==> config.mk <==
export PLATFORM = sky130hd
export DESIGN_NAME = ps2_mouse_packet_tracker_core
export DESIGN_NICKNAME = d
export VERILOG_FILES = /design/src/hw/rtl/ps2mpt_pkg.sv /design/src/hw/rtl/ps2mpt_in_reg.sv /design/src/hw/rtl/ps2mpt_tracker.sv /design/src/hw/rtl/ps2mpt_out_reg.sv /design/src/hw/rtl/ps2_mouse_packet_tracker_core.sv
export SDC_FILE = /design/constraint.sdc
export NUM_CORES = 1
export LEC_CHECK = 0
export BUFFER_PORTS_ARGS = -buffer_cell sky130_fd_sc_hd__clkbuf_2
export CORE_ASPECT_RATIO = 1.1
export CORE_MARGIN = 5
export CORE_UTILIZATION = 43
export CTS_CLUSTER_SIZE = 28
export DETAILED_ROUTE_END_ITERATION = 8
export GPL_TIMING_DRIVEN = 0
export SLEW_MARGIN = 10
export SYNTH_ARGS = -nofsm -noshare
export SYNTH_HDL_FRONTEND = slang
export SYNTH_HIERARCHICAL = 1
export SYNTH_SLANG_ARGS = --single-unit
export TNS_END_PERCENT = 50
==> constraint.sdc <==
create_clock -name clk -period 8.2 [get_ports clk]
set_input_delay 1.64 -clock clk [delete_from_list [all_inputs] [get_ports clk]]
set_output_delay 1.64 -clock clk [all_outputs]
set_load 0.05 [all_outputs]
==> src/hw/rtl/ps2mpt_pkg.sv <==
package ps2mpt_pkg;

    // Width of one byte from the controller
    localparam int BYTE_W = 8;

    // Width of the configuration write data (widest register)
    localparam int CFG_W = 10;

    // Controller status bits that qualify a mouse byte
    localparam int STAT_OBF_BIT = 0;
    localparam int STAT_AUX_BIT = 5;

    // Byte that marks the button byte during alignment
    localparam logic [BYTE_W-1:0] SYNC_BYTE = 8'h08;

    // Reset values of the bounds and of the cursor
    localparam int RST_MIN_X_VAL  = 1;
    localparam int RST_MAX_X_VAL  = 312;
    localparam int RST_MIN_Y_VAL  = 1;
    localparam int RST_MAX_Y_VAL  = 190;
    localparam int RST_CURSOR_VAL = 50;

    // Position of a byte within a packet
    typedef enum logic [1:0] {
        PHASE_FIRST  = 2'd0,
        PHASE_SECOND = 2'd1,
        PHASE_THIRD  = 2'd2
    } phase_t;

    // Field order lock
    typedef enum logic [1:0] {
        ALIGN_UNKNOWN = 2'd0,
        ALIGN_STD     = 2'd1,
        ALIGN_SHIFT   = 2'd2
    } align_t;

    // Kind of input item
    typedef enum logic {
        ACT_EVENT       = 1'b0,
        ACT_STATUS_READ = 1'b1
    } action_t;

    // Configuration register indexes
    typedef enum logic [1:0] {
        CFG_MIN_X = 2'd0,
        CFG_MAX_X = 2'd1,
        CFG_MIN_Y = 2'd2,
        CFG_MAX_Y = 2'd3
    } cfg_idx_t;

    // Sticky button codes
    typedef enum logic [1:0] {
        BTN_NONE   = 2'd0,
        BTN_LEFT   = 2'd1,
        BTN_RIGHT  = 2'd2,
        BTN_MIDDLE = 2'd3
    } button_t;

    // One input item
    typedef struct packed {
        action_t           action;
        logic [BYTE_W-1:0] data_byte;
        logic [BYTE_W-1:0] ctrl_status;
    } item_t;

    // The highest pressed button wins; with none pressed the code is kept.
    function automatic button_t take_buttons(logic [BYTE_W-1:0] b, button_t cur);
        button_t res;
        res = cur;
        if (b[0]) res = BTN_LEFT;
        if (b[1]) res = BTN_RIGHT;
        if (b[2]) res = BTN_MIDDLE;
        return res;
    endfunction

endpackage

==> src/hw/rtl/ps2mpt_in_reg.sv <==
module ps2mpt_in_reg (
    input  logic              clk,
    input  logic              rst_n,
    input  logic              s_tvalid,
    output logic              s_tready,
    input  ps2mpt_pkg::item_t s_item,
    input  logic              advance,
    output logic              item_valid,
    output ps2mpt_pkg::item_t item
);
    import ps2mpt_pkg::*;

    logic  valid_reg;
    logic  valid_next;
    item_t item_reg;
    logic  accept;

    // The register takes a new item when empty or when its item moves on
    assign s_tready = !valid_reg || advance;
    assign accept   = s_tvalid && s_tready;

    always_comb
    begin
        valid_next = valid_reg;
        if (accept)
        begin
            valid_next = 1'b1;
        end
        else if (advance)
        begin
            valid_next = 1'b0;
        end
    end

    always_ff @(posedge clk or negedge rst_n)
    begin
        if (!rst_n)
        begin
            valid_reg <= 1'b0;
        end
        else
        begin
            valid_reg <= valid_next;
        end
    end

    // Payload holds no reset
    always_ff @(posedge clk)
    begin
        if (accept)
        begin
            item_reg <= s_item;
        end
    end

    assign item_valid = valid_reg;
    assign item       = item_reg;

endmodule

==> src/hw/rtl/ps2mpt_tracker.sv <==
module ps2mpt_tracker #(
    parameter int POS_BITS = 10
) (
    input  logic                       clk,
    input  logic                       rst_n,
    input  logic                       cfg_we,
    input  ps2mpt_pkg::cfg_idx_t       cfg_addr,
    input  logic [ps2mpt_pkg::CFG_W-1:0] cfg_wdata,
    input  logic                       advance,
    input  ps2mpt_pkg::item_t          item,
    output logic [POS_BITS-1:0]        res_pos_x,
    output logic [POS_BITS-1:0]        res_pos_y,
    output ps2mpt_pkg::button_t        res_button,
    output logic                       res_done
);
    import ps2mpt_pkg::*;

    localparam int SW = POS_BITS + 2;

    localparam logic [POS_BITS-1:0] RST_MIN_X  = POS_BITS'(RST_MIN_X_VAL);
    localparam logic [POS_BITS-1:0] RST_MAX_X  = POS_BITS'(RST_MAX_X_VAL);
    localparam logic [POS_BITS-1:0] RST_MIN_Y  = POS_BITS'(RST_MIN_Y_VAL);
    localparam logic [POS_BITS-1:0] RST_MAX_Y  = POS_BITS'(RST_MAX_Y_VAL);
    localparam logic [POS_BITS-1:0] RST_CURSOR = POS_BITS'(RST_CURSOR_VAL);

    // Raise to the minimum first, then lower to the maximum
    function automatic logic [POS_BITS-1:0] clamp_pos(
        logic signed [SW-1:0] v,
        logic [POS_BITS-1:0]  lo,
        logic [POS_BITS-1:0]  hi
    );
        logic signed [SW-1:0] t;
        t = v;
        if (t < $signed({2'b00, lo})) t = $signed({2'b00, lo});
        if (t > $signed({2'b00, hi})) t = $signed({2'b00, hi});
        return t[POS_BITS-1:0];
    endfunction

    logic [POS_BITS-1:0] min_x_reg, max_x_reg, min_y_reg, max_y_reg;
    logic [POS_BITS-1:0] cursor_x_reg, cursor_x_next;
    logic [POS_BITS-1:0] cursor_y_reg, cursor_y_next;
    logic [BYTE_W-1:0]   first_reg, first_next;
    logic [BYTE_W-1:0]   second_reg, second_next;
    phase_t              phase_reg, phase_next;
    align_t              align_reg, align_next;
    button_t             button_reg, button_next;

    logic [CFG_W+POS_BITS-1:0] cfg_wide;
    logic [POS_BITS-1:0]       cfg_val;
    logic                      counted;
    logic                      done;
    align_t                    align_eff;
    logic [BYTE_W-1:0]         dx;
    logic signed [SW-1:0]      x_pre;
    logic signed [SW-1:0]      y_pre;

    // Configuration data trimmed or widened to the position width
    assign cfg_wide = {{POS_BITS{1'b0}}, cfg_wdata};
    assign cfg_val  = cfg_wide[POS_BITS-1:0];

    always_ff @(posedge clk or negedge rst_n)
    begin
        if (!rst_n)
        begin
            min_x_reg <= RST_MIN_X;
            max_x_reg <= RST_MAX_X;
            min_y_reg <= RST_MIN_Y;
            max_y_reg <= RST_MAX_Y;
        end
        else if (cfg_we)
        begin
            case (cfg_addr)
                CFG_MIN_X: min_x_reg <= cfg_val;
                CFG_MAX_X: max_x_reg <= cfg_val;
                CFG_MIN_Y: min_y_reg <= cfg_val;
                CFG_MAX_Y: max_y_reg <= cfg_val;
                default:   min_x_reg <= min_x_reg;
            endcase
        end
    end

    // A byte counts only when output full and auxiliary are both set
    assign counted = (item.action == ACT_EVENT) && item.ctrl_status[STAT_OBF_BIT]
                     && item.ctrl_status[STAT_AUX_BIT];

    // Packet assembly, alignment lock, cursor and button update
    always_comb
    begin
        phase_next  = phase_reg;
        first_next  = first_reg;
        second_next = second_reg;
        align_next  = align_reg;
        button_next = button_reg;
        done        = 1'b0;
        align_eff   = align_reg;
        dx          = first_reg;
        x_pre       = $signed({2'b00, cursor_x_reg});
        y_pre       = $signed({2'b00, cursor_y_reg});
        cursor_x_next = cursor_x_reg;
        cursor_y_next = cursor_y_reg;

        if (item.action == ACT_STATUS_READ)
        begin
            button_next = BTN_NONE;
        end
        else
        begin
            if (counted)
            begin
                case (phase_reg)
                    PHASE_SECOND:
                    begin
                        second_next = item.data_byte;
                        phase_next  = PHASE_THIRD;
                    end
                    PHASE_THIRD:
                    begin
                        phase_next = PHASE_FIRST;
                        done       = 1'b1;
                        if (align_reg == ALIGN_UNKNOWN)
                        begin
                            if (first_reg == SYNC_BYTE)
                            begin
                                align_eff = ALIGN_STD;
                            end
                            else if (second_reg == SYNC_BYTE)
                            begin
                                align_eff = ALIGN_SHIFT;
                            end
                        end
                        align_next = align_eff;
                        if (align_eff != ALIGN_UNKNOWN)
                        begin
                            if (align_eff == ALIGN_STD)
                            begin
                                dx          = second_reg;
                                button_next = take_buttons(first_reg, button_reg);
                            end
                            else
                            begin
                                dx          = first_reg;
                                button_next = take_buttons(second_reg, button_reg);
                            end
                            x_pre = $signed({2'b00, cursor_x_reg})
                                    + $signed({{(SW-BYTE_W){dx[BYTE_W-1]}}, dx});
                            y_pre = $signed({2'b00, cursor_y_reg})
                                    + $signed({{(SW-BYTE_W){item.data_byte[BYTE_W-1]}},
                                               item.data_byte});
                        end
                    end
                    default:
                    begin
                        first_next = item.data_byte;
                        phase_next = PHASE_SECOND;
                    end
                endcase
            end
            // Every controller event clamps the cursor
            cursor_x_next = clamp_pos(x_pre, min_x_reg, max_x_reg);
            cursor_y_next = clamp_pos(y_pre, min_y_reg, max_y_reg);
        end
    end

    always_ff @(posedge clk or negedge rst_n)
    begin
        if (!rst_n)
        begin
            phase_reg    <= PHASE_FIRST;
            first_reg    <= '0;
            second_reg   <= '0;
            align_reg    <= ALIGN_UNKNOWN;
            cursor_x_reg <= RST_CURSOR;
            cursor_y_reg <= RST_CURSOR;
            button_reg   <= BTN_NONE;
        end
        else if (advance)
        begin
            phase_reg    <= phase_next;
            first_reg    <= first_next;
            second_reg   <= second_next;
            align_reg    <= align_next;
            cursor_x_reg <= cursor_x_next;
            cursor_y_reg <= cursor_y_next;
            button_reg   <= button_next;
        end
    end

    // A status read reports the button code from before the clear
    assign res_pos_x  = cursor_x_next;
    assign res_pos_y  = cursor_y_next;
    assign res_button = (item.action == ACT_STATUS_READ) ? button_reg : button_next;
    assign res_done   = done;

endmodule

==> src/hw/rtl/ps2mpt_out_reg.sv <==
module ps2mpt_out_reg #(
    parameter int WIDTH = 24
) (
    input  logic             clk,
    input  logic             rst_n,
    input  logic             load,
    input  logic [WIDTH-1:0] load_data,
    output logic             can_load,
    output logic             m_tvalid,
    input  logic             m_tready,
    output logic [WIDTH-1:0] m_tdata
);

    logic             valid_reg;
    logic             valid_next;
    logic [WIDTH-1:0] data_reg;

    // A new result may enter when the register is empty or is being taken
    assign can_load = !valid_reg || m_tready;

    always_comb
    begin
        valid_next = valid_reg;
        if (load)
        begin
            valid_next = 1'b1;
        end
        else if (m_tready)
        begin
            valid_next = 1'b0;
        end
    end

    always_ff @(posedge clk or negedge rst_n)
    begin
        if (!rst_n)
        begin
            valid_reg <= 1'b0;
        end
        else
        begin
            valid_reg <= valid_next;
        end
    end

    always_ff @(posedge clk)
    begin
        if (load)
        begin
            data_reg <= load_data;
        end
    end

    assign m_tvalid = valid_reg;
    assign m_tdata  = data_reg;

endmodule

==> src/hw/rtl/ps2_mouse_packet_tracker_core.sv <==
// Channel  | Direction | Transfer on          | Contents
// s_*      | in        | s_tvalid & s_tready  | one controller event or status read
// m_*      | out       | m_tvalid & m_tready  | cursor, button code, packet flag
// cfg_*    | in        | cfg_we               | bound registers, no read-back
//
// Each transfer in gives exactly one transfer out, via the input register, then the result register.
// One item per cycle is sustained while m_tready stays high: the input register and
// the result register each take a new item while the one ahead moves on in the same cycle.
// The tracker state updates in the single cycle in which an item passes from the
// input register to the result register.
// Reset clears all control state and loads the bound and cursor reset values.
// A stall on m_tready backs up through both registers to s_tready.
module ps2_mouse_packet_tracker_core #(
    parameter int POS_BITS = 10
) (
    input  logic                         clk,
    input  logic                         rst_n,
    // s_tdata: ctrl_status [7:0], data_byte [15:8]
    input  logic                         s_tvalid,
    output logic                         s_tready,
    input  logic [15:0]                  s_tdata,
    // s_tuser: action [0]
    input  logic                         s_tuser,
    // m_tdata: pos_x, pos_y, button_code (2), packet_done (1), zero padding
    output logic                         m_tvalid,
    input  logic                         m_tready,
    output logic [((2*POS_BITS+3+7)/8)*8-1:0] m_tdata,
    input  logic                         cfg_we,
    input  logic [1:0]                   cfg_addr,
    input  logic [ps2mpt_pkg::CFG_W-1:0] cfg_wdata
);
    import ps2mpt_pkg::*;

    localparam int RES_W = 2 * POS_BITS + 3;
    localparam int OUT_W = ((RES_W + 7) / 8) * 8;

    item_t               s_item;
    item_t               item;
    logic                item_valid;
    logic                can_load;
    logic                advance;
    logic [POS_BITS-1:0] res_pos_x;
    logic [POS_BITS-1:0] res_pos_y;
    button_t             res_button;
    logic                res_done;
    logic [OUT_W-1:0]    res_data;

    // Unpack the incoming transfer
    assign s_item = '{action:      action_t'(s_tuser),
                      data_byte:   s_tdata[15:8],
                      ctrl_status: s_tdata[7:0]};

    assign advance = item_valid && can_load;

    ps2mpt_in_reg u_in_reg (
        .clk        (clk),
        .rst_n      (rst_n),
        .s_tvalid   (s_tvalid),
        .s_tready   (s_tready),
        .s_item     (s_item),
        .advance    (advance),
        .item_valid (item_valid),
        .item       (item)
    );

    ps2mpt_tracker #(
        .POS_BITS (POS_BITS)
    ) u_tracker (
        .clk        (clk),
        .rst_n      (rst_n),
        .cfg_we     (cfg_we),
        .cfg_addr   (cfg_idx_t'(cfg_addr)),
        .cfg_wdata  (cfg_wdata),
        .advance    (advance),
        .item       (item),
        .res_pos_x  (res_pos_x),
        .res_pos_y  (res_pos_y),
        .res_button (res_button),
        .res_done   (res_done)
    );

    // Pack the result with zero padding in the top bits
    assign res_data = OUT_W'({res_done, res_button, res_pos_y, res_pos_x});

    ps2mpt_out_reg #(
        .WIDTH (OUT_W)
    ) u_out_reg (
        .clk       (clk),
        .rst_n     (rst_n),
        .load      (advance),
        .load_data (res_data),
        .can_load  (can_load),
        .m_tvalid  (m_tvalid),
        .m_tready  (m_tready),
        .m_tdata   (m_tdata)
    );

endmodule

==> results of run 1 <==
final timing paths:
| check | end | cells after the start | from |
|---|---|---|---|
| worst min register to register | u_tracker/max_x_reg[2] | 1 | u_tracker/max_x_reg[2] |
| max in group asynchronous | u_tracker/max_y_reg[4] | 2 | rst_n |
| worst max-delay path | u_out_reg/m_tdata[5] | 32 | u_tracker/first_reg[0] |
| worst min-delay path | u_tracker/max_x_reg[2] | 1 | u_tracker/max_x_reg[2] |
| worst max register to register | u_out_reg/m_tdata[5] | 32 | u_tracker/first_reg[0] |
| min in group asynchronous | u_tracker/cursor_x_reg[9] | 1 | rst_n |
repair_timing:
item / 4_1_cts / 5_1_grt
setup endpoints to repair: 8 / 22
pin swaps: 0 / 6
cloned: 0 / 0
hold buffers: 0 / 0
resized for setup: 3 / 9
setup buffers: 0 / 3
through the flow:
stage	hold slack [ns]	total power, mW	setup TNS (ns)	setup WS [ns]	instance area, um2
6_report	0.534	3.94	0	0.541	8770
5_1_grt	0.541	4.22	0	0.0140	8770
4_1_cts	0.535	3.91	0	0.0388	8720
3_5_place_dp	0.521	3.11	-0.846	-0.235	8110
3_3_place_gp	0.512	3.05	-0.486	-0.173	8080
2_1_floorplan	0.490	2.58	0	1.05	7520
layout make-up:
type,instances,area [um2]
Fill cell,1580,8370
Timing Repair Buffer,57,310
Multi-Input combinational cell,510,4080
Clock buffer,17,425
Tap cell,234,293
Sequential cell,119,3180
Buffer,20,101
Clock inverter,15,185
Inverter,53,199
placed cells by master, fill, tap and decap left out, types with 8 or more instances in the layout:
cell	n
clkbuf_1	12
nand3_1	14
dfrtp_1	66
nand4_1	8
a21oi_1	22
nor2_1	45
nand2_1	63
dfstp_2	18
o21ai_0	36
clkbuf_16	17
clkbuf_2	52
nor3_1	8
a31oi_1	9
o31ai_1	9
xnor2_1	11
mux2_2	103
inv_1	53
xor2_1	9
a211oi_1	8
ha_1	64
edfxtp_1	35
worst register-to-register path, delay by kind of cell (launching register included):
kind                       cells  cell delay, ns
buffers and inverters          3            0.56
muxes                          3            0.95
xor gates and xnor gates       1            0.19
adders and majority gates      5            1.60
and+or+nand+nor                6            0.99
AOI/OAI and AO/OA             14            2.65
DFF                            1            0.45
routing by layer:
layer  track usage  vias up  wire length [um]
met3        0.0352       44               848
met4         0.108        0               774
met2         0.333      182              9540
met1         0.257     2776              8480
li1              -     2713                 -
met5             0        -                 0
power breakdown:
group | switching, mW | internal (mW)
sequential | 0.175 | 0.853
clock | 0.318 | 0.463
combinational | 1.21 | 0.917
==> flow_summary.yaml, run 1 <==
logic_synthesis:
  synth_area_um2: 7520
  syn_inst: 703
  syn-num-nets: 804
  yosysWarnings: 6
  avgSynthCellArea_um2: 10.7
grt:
  grt_antenna_before_repair: 0
  grt_max_degree: 45
  grt_usage: 0.204
  grt_pass1_wl_um: 31300
  grt_overflow: 0
  grt_pass1_vias: 5864
final_layout:
  antennaDiodeCount: 0
  layout-drive-gt1-share: 0.296
  area_growth_pct: 16.6
  nets: 879
  final_util: 0.512
  largest_reg_flops: 24
  fin_cells: 1025
clocking:
  clk_latency_ns: 0.43
  cts.path.max_buffers: 2
  root_buffer: "clkbuf_16"
  cts.sinks: 119
  clk_pin_slew_ns: 0.06
  htreeDepth: 4
  numCtsBuffers: 17
  cts_tree: "yes"
drt:
  wl_per_cell_um: 19.2
  first_pass_iters: 5
  totalWireLength_um: 19600
  avgViaCountPerCell: 5.58
  vias: 5715
  ant_nets: 0
  drt_iter0_markers: 352
  drc: 0
floorplan:
  coreArea_um2: 17100
  fp.dieW_um: 136
  die_height_um: 149
  die_area_um2: 20200
  initial_core_util: 0.439
  ios: 60
  row_count: 50
sta:
  slew_violations: 0
  setup_viol_count_final: 0
  fin_crit_ns: 7.66
  rsz0062_at_grt: "no"
  worst_pin_slew_ns: 1.02
  fin_crit_sh: 0.934
  slew_headroom: 0.314
  fin_worst_skew_ns: 0.00732
  hold_viol_final: 0
  clock.fmax_ghz: 0.131
setup_path:
  cp_num_buf_inv: 3
  start_kind: "flop"
  cp_common_cell: "a21oi_1"
  worstSetupPathType: "reg2reg"
  ff2ff_setup_slack_ns: 0.54
  cp_max_fo: 10
  crit_path_max_incr_delay_ns: 0.46
  path_delay_family: "compound AO/OA/AOI/OAI gates"
  worstPathArrival_ns: 7.84
  cp_slowest_cell: "fa_1"
  cp-end-kind: "flop"
  cp.required_ns: 8.38
pwr:
  peakVddDrop_uv: 221
  pwr_density_cell_nw_per_um2: 449
  power_leakage_nw: 3.91
placed_design:
  dp_cells: 991
  dpl.hpwl_um: 14600
  numPortBuffers: 53
  gp_congestion: 0.884
job:
  max_cap_violations: 0
outcome:
  status: "finished, final reports clean"
hold_path:
  min_path_type: "reg2reg"
Power figures use the tool's default switching activity.
==> run 2: changes to the inputs <==
--- a/config.mk
+++ b/config.mk
@@ -12,6 +12,7 @@
 export CTS_CLUSTER_SIZE = 28
 export DETAILED_ROUTE_END_ITERATION = 8
 export GPL_TIMING_DRIVEN = 0
+export PLACE_DENSITY_LB_ADDON = 0.3
 export SLEW_MARGIN = 10
 export SYNTH_ARGS = -nofsm -noshare
 export SYNTH_HDL_FRONTEND = slang
==> run 2 against run 1 <==
- first-iteration DRC count shrank 4.0%
- clock-buffer cell count grew 2
- critical endpoint unchanged
- global-route usage shrank 1.3 points
- critical path depth grew 1
- combinational power shrank 2%
==> flow_summary.yaml, run 2 (synthesis results as in run 1) <==
sta:
  clock.fmax_ghz: 0.130
  hold_viol_final: 0
  timing.hold.ws_ns: 0.531
  slew_violations: 0
  fin_crit_sh: 0.937
  setup_viol_count_final: 0
  worst_pin_slew_ns: 1.00
  rsz0062_at_grt: "no"
  slew_headroom: 0.323
  fin_crit_ns: 7.68
  fin_worst_skew_ns: 0.00742
setup_path:
  crit_path_max_incr_delay_ns: 0.45
  worstPathArrival_ns: 7.85
  start_kind: "flop"
  cp_max_fo: 11
  cp_num_buf_inv: 3
  cp_slowest_cell: "dfrtp_1"
  worstSetupPathType: "reg2reg"
  cp.required_ns: 8.36
  path_delay_family: "compound AO/OA/AOI/OAI gates"
  cp-end-kind: "flop"
  cp_common_cell: "a21oi_1"
clocking:
  post_cts.repair.setup_buffers: 0
  numCtsBuffers: 17
  root_buffer: "clkbuf_16"
  cts.sinks: 119
  htreeDepth: 4
  cts.path.max_buffers: 2
  clk_pin_slew_ns: 0.06
  cts_tree: "yes"
  clk_latency_ns: 0.42
drt:
  vias: 5477
  wl_per_cell_um: 18.0
  avgViaCountPerCell: 5.35
  ant_nets: 0
  drc: 0
  totalWireLength_um: 18400
  drt_iter0_markers: 338
  first_pass_iters: 5
floorplan:
  die_area_um2: 20200
  die_height_um: 149
  ios: 60
  row_count: 50
  initial_core_util: 0.439
  coreArea_um2: 17100
  fp.dieW_um: 136
placed_design:
  numPortBuffers: 53
  gp_congestion: 0.883
  dpl.hpwl_um: 13900
grt:
  grt_overflow: 0
  grt_antenna_before_repair: 0
  grt_usage: 0.191
  grt_max_degree: 50
  grt_pass1_vias: 5491
  grt_pass1_wl_um: 29400
hold_path:
  min_path_type: "reg2reg"
final_layout:
  nets: 877
  antennaDiodeCount: 0
  layout-drive-gt1-share: 0.292
  area_growth_pct: 17.1
  largest_reg_flops: 24
  filler_cell_count: 1562
  final_cell_mix: "103 x mux2_2, 66 x dfrtp_1, 64 x ha_1"
  layout_commonest_cell: "mux2_2"
pwr:
  power_leakage_nw: 3.91
  pwr_density_cell_nw_per_um2: 444
  peakVddDrop_uv: 287
  power.total_mw: 3.91
outcome:
  status: "finished, final reports clean"
job:
  max_cap_violations: 0
[run 2: metrics by stage]
step | util | cell area (um2) | TNS [ns] | cells | worst slack [ns]
floorplan | - | 7520 | 0 | 703 | 1.05
global placement | 0.471 | 8080 | -0.562 | 990 | -0.175
detailed placement | 0.475 | 8140 | -0.713 | 992 | -0.202
CTS | 0.512 | 8780 | 0 | 1023 | 0.0365
global route | 0.514 | 8810 | 0 | 1023 | 0.00763
finish | 0.514 | 8810 | 0 | 1023 | 0.516
[run 2: final cells by class]
| class | instances | area, um2 | share of cell area |
|---|---|---|---|
| Multi-Input combinational cell | 510 | 4080 | 0.463 |
| Sequential cell | 119 | 3180 | 0.361 |
| Clock buffer | 19 | 433 | 0.0492 |
| Timing Repair Buffer | 55 | 323 | 0.0367 |
| Tap cell | 234 | 293 | 0.0332 |
| Clock inverter | 13 | 204 | 0.0232 |
| Inverter | 53 | 199 | 0.0226 |
| Buffer | 20 | 101 | 0.0115 |
[run 2: power by group]
| group | internal (mW) | switching [mW] | total (mW) |
|---|---|---|---|
| clock network | 0.538 | 0.276 | 0.814 |
| logic | 0.899 | 1.18 | 2.08 |
| registers | 0.853 | 0.170 | 1.02 |
| total | 2.29 | 1.62 | 3.91 |
[run 2: tightest hold or removal path: stages (launching register included)]
cell and delay, ns:
dfrtp_1 0.39, nand2b_4 0.06, nand2b_2 0.05
[run 2: timing repair]
action | CTS | global route
resized for setup | 1 | 11
setup endpoints to repair | 9 | 25
pin swaps | 0 | 1
hold buffers | 0 | 0
[run 2: layer usage]
metal,GRT usage,wire length [um]
met1,0.248,8400
met2,0.319,9080
met3,0.0372,612
met4,0.0645,339
met5,0,0
[run 2: final timing paths]
path | startpoint | to | slack, ns | cells after the start
max | u_tracker/first_reg[1] | u_out_reg/m_tdata[5] | 0.52 | 33
max in group asynchronous | rst_n | u_tracker/cursor_x_reg[4] | 6.27 | 2
min | u_out_reg/m_tvalid | u_out_reg/m_tvalid | 0.53 | 2
min reg2reg | u_out_reg/m_tvalid | u_out_reg/m_tvalid | 0.53 | 2
min in group asynchronous | rst_n | u_tracker/cursor_x_reg[9] | 1.23 | 1
max reg2reg | u_tracker/first_reg[1] | u_out_reg/m_tdata[5] | 0.52 | 33
==> run 3: changes to the inputs <==
--- a/config.mk
+++ b/config.mk
@@ -9,6 +9,7 @@
 export CORE_ASPECT_RATIO = 1.1
 export CORE_MARGIN = 5
 export CORE_UTILIZATION = 43
+export CTS_BUF_LIST = sky130_fd_sc_hd__clkbuf_8 sky130_fd_sc_hd__clkbuf_16
 export CTS_CLUSTER_SIZE = 28
 export DETAILED_ROUTE_END_ITERATION = 8
 export GPL_TIMING_DRIVEN = 0
==> run 3 against run 2 <==
- wire length barely moved
- utilization unchanged
- die area unchanged
- non-clock buffer count stayed put
- highest routed layer unchanged
- via count unchanged
- largest cell class unchanged
==> flow_summary.yaml, run 3 (synthesis results as in run 1) <==
outcome:
  status: "finished, final reports clean"
clocking:
  numCtsBuffers: 17
  cts.path.max_buffers: 2
  root_buffer: "clkbuf_16"
  clk_pin_slew_ns: 0.06
  cts_tree: "yes"
  clk_latency_ns: 0.42
  ctsHoldBuffers: 0
  cts.sinks: 119
  post_cts.repair.setup_buffers: 0
  htreeDepth: 4
floorplan:
  die_area_um2: 20200
  ios: 60
  initial_core_util: 0.439
  coreArea_um2: 17100
  fp.dieW_um: 136
  die_height_um: 149
  row_count: 50
drt:
  wl_per_cell_um: 18.0
  drc: 0
  totalWireLength_um: 18400
  avgViaCountPerCell: 5.35
  vias: 5477
  ant_nets: 0
  drt_iter0_markers: 339
  first_pass_iters: 5
sta:
  fin_worst_skew_ns: 0.00751
  slew_headroom: 0.325
  fin_ws_ns: 0.520
  fin_tns_setup_ns: 0
  fin_crit_ns: 7.68
  rsz0062_at_grt: "no"
  clock.fmax_ghz: 0.130
  slew_violations: 0
  fin_crit_sh: 0.937
  hold_viol_final: 0
  worst_pin_slew_ns: 1.00
  setup_viol_count_final: 0
pwr:
  peakVddDrop_uv: 284
  p_switching_mw: 1.62
  p_comb_frac: 0.531
  pwr_density_cell_nw_per_um2: 444
  p_clk_frac: 0.208
  power_leakage_nw: 3.92
  intPower_mw: 2.29
  p_seq_frac: 0.262
  swShare: 0.415
setup_path:
  ff2ff_setup_slack_ns: 0.52
  cp.required_ns: 8.36
  path_delay_family: "compound AO/OA/AOI/OAI gates"
  r2r_start: "u_tracker/first_reg[1]"
  cp_slowest_cell: "dfrtp_1"
  critical_path.startpoint: "u_tracker/first_reg[1]"
  worstPathArrival_ns: 7.84
  cp-end-kind: "flop"
  worstSetupPathType: "reg2reg"
  worstRegToRegCells: 33
  cp_max_fo: 11
  cp_common_cell: "a21oi_1"
  crit_path_max_incr_delay_ns: 0.45
  cp_num_buf_inv: 3
  crit_cells: 33
  timing.critical_path.to: "u_out_reg/m_tdata[5]"
  start_kind: "flop"
  r2r-end: "u_out_reg/m_tdata[5]"
grt:
  grt_max_degree: 50
  grt_antenna_before_repair: 0
  grt_busiest_layer: "met2"
  grt.met2_usage: 0.319
  grt_use_met3: 0.0372
  grt_usage: 0.191
  grt_pass1_vias: 5491
  use_met1: 0.248
  grt_overflow: 0
  grt_pass1_wl_um: 29400
final_layout:
  layout_commonest_cell: "mux2_2"
  final_cell_mix: "103 x mux2_2, 66 x dfrtp_1, 64 x ha_1"
  nets: 877
  fin_cells: 1023
  area_growth_pct: 17.1
  layout-drive-gt1-share: 0.292
  final_util: 0.514
  largest_reg_flops: 24
  antennaDiodeCount: 0
job:
  max_cap_violations: 0
placed_design:
  numPortBuffers: 53
  pre_cts_slack_ns: -0.202
  gp_congestion: 0.883
  dpl.hpwl_um: 13900
  dp_cells: 992
hold_path:
  min_path_type: "reg2reg"
-- run 3: how the worst min path moves through the flow --
stage / startpoint / to / depth (start not counted)
global route: u_tracker/min_y_reg[4] / u_tracker/min_y_reg[4] / 1
finish: u_out_reg/m_tvalid / u_out_reg/m_tvalid / 2
floorplan: u_tracker/align_reg[0] / u_tracker/align_reg[0] / 2
global placement: u_tracker/min_y_reg[4] / u_tracker/min_y_reg[4] / 1
detailed placement: u_out_reg/m_tvalid / u_out_reg/m_tvalid / 2
CTS: u_tracker/max_x_reg[7] / u_tracker/max_x_reg[7] / 1
-- run 3: stage by stage --
stage	total power, mW	hold slack, ns	instance area, um2
2_1_floorplan	2.58	0.490	7520
3_3_place_gp	3.05	0.514	8080
3_5_place_dp	3.08	0.523	8140
4_1_cts	3.91	0.535	8780
5_1_grt	4.19	0.558	8810
6_report	3.91	0.530	8810
-- run 3: worst min-delay path, delay by kind of cell, from the launching register on --
| family | cells | cell delay (ns) |
|---|---|---|
| AND/OR/NAND/NOR | 2 | 0.11 |
| flip-flops | 1 | 0.39 |
-- run 3: cell type report --
type	instances	area, um2
Fill cell	1562	8340
Clock inverter	15	211
Buffer	20	101
Inverter	53	199
Timing Repair Buffer	55	323
Tap cell	234	293
Multi-Input combinational cell	510	4080
Sequential cell	119	3180
Clock buffer	17	425
-- run 3: routing by layer --
| metal | share of wire | routed length [um] | vias up |
|---|---|---|---|
| met2 | 0.49 | 9090 | 101 |
| li1 | - | - | 2714 |
| met1 | 0.46 | 8400 | 2641 |
| met3 | 0.034 | 618 | 21 |
| met4 | 0.018 | 339 | 0 |
| met5 | 0 | 0 | - |
-- run 3: power groups by stage --
stage	Sequential, mW	Combinational (mW)	Clock [mW]
2_1_floorplan	1.17	1.41	0
6_report	1.02	2.08	0.812
3_5_place_dp	1.03	2.05	0
3_3_place_gp	1.03	2.02	0
5_1_grt	1.05	2.29	0.854
4_1_cts	1.02	2.07	0.823
-- run 3: timing repair --
action | in CTS | in global routing
setup endpoints to repair | 9 | 25
gates resized for setup | 1 | 11
pin swaps | 0 | 1
endpoints found under the hold margin | 0 | 0
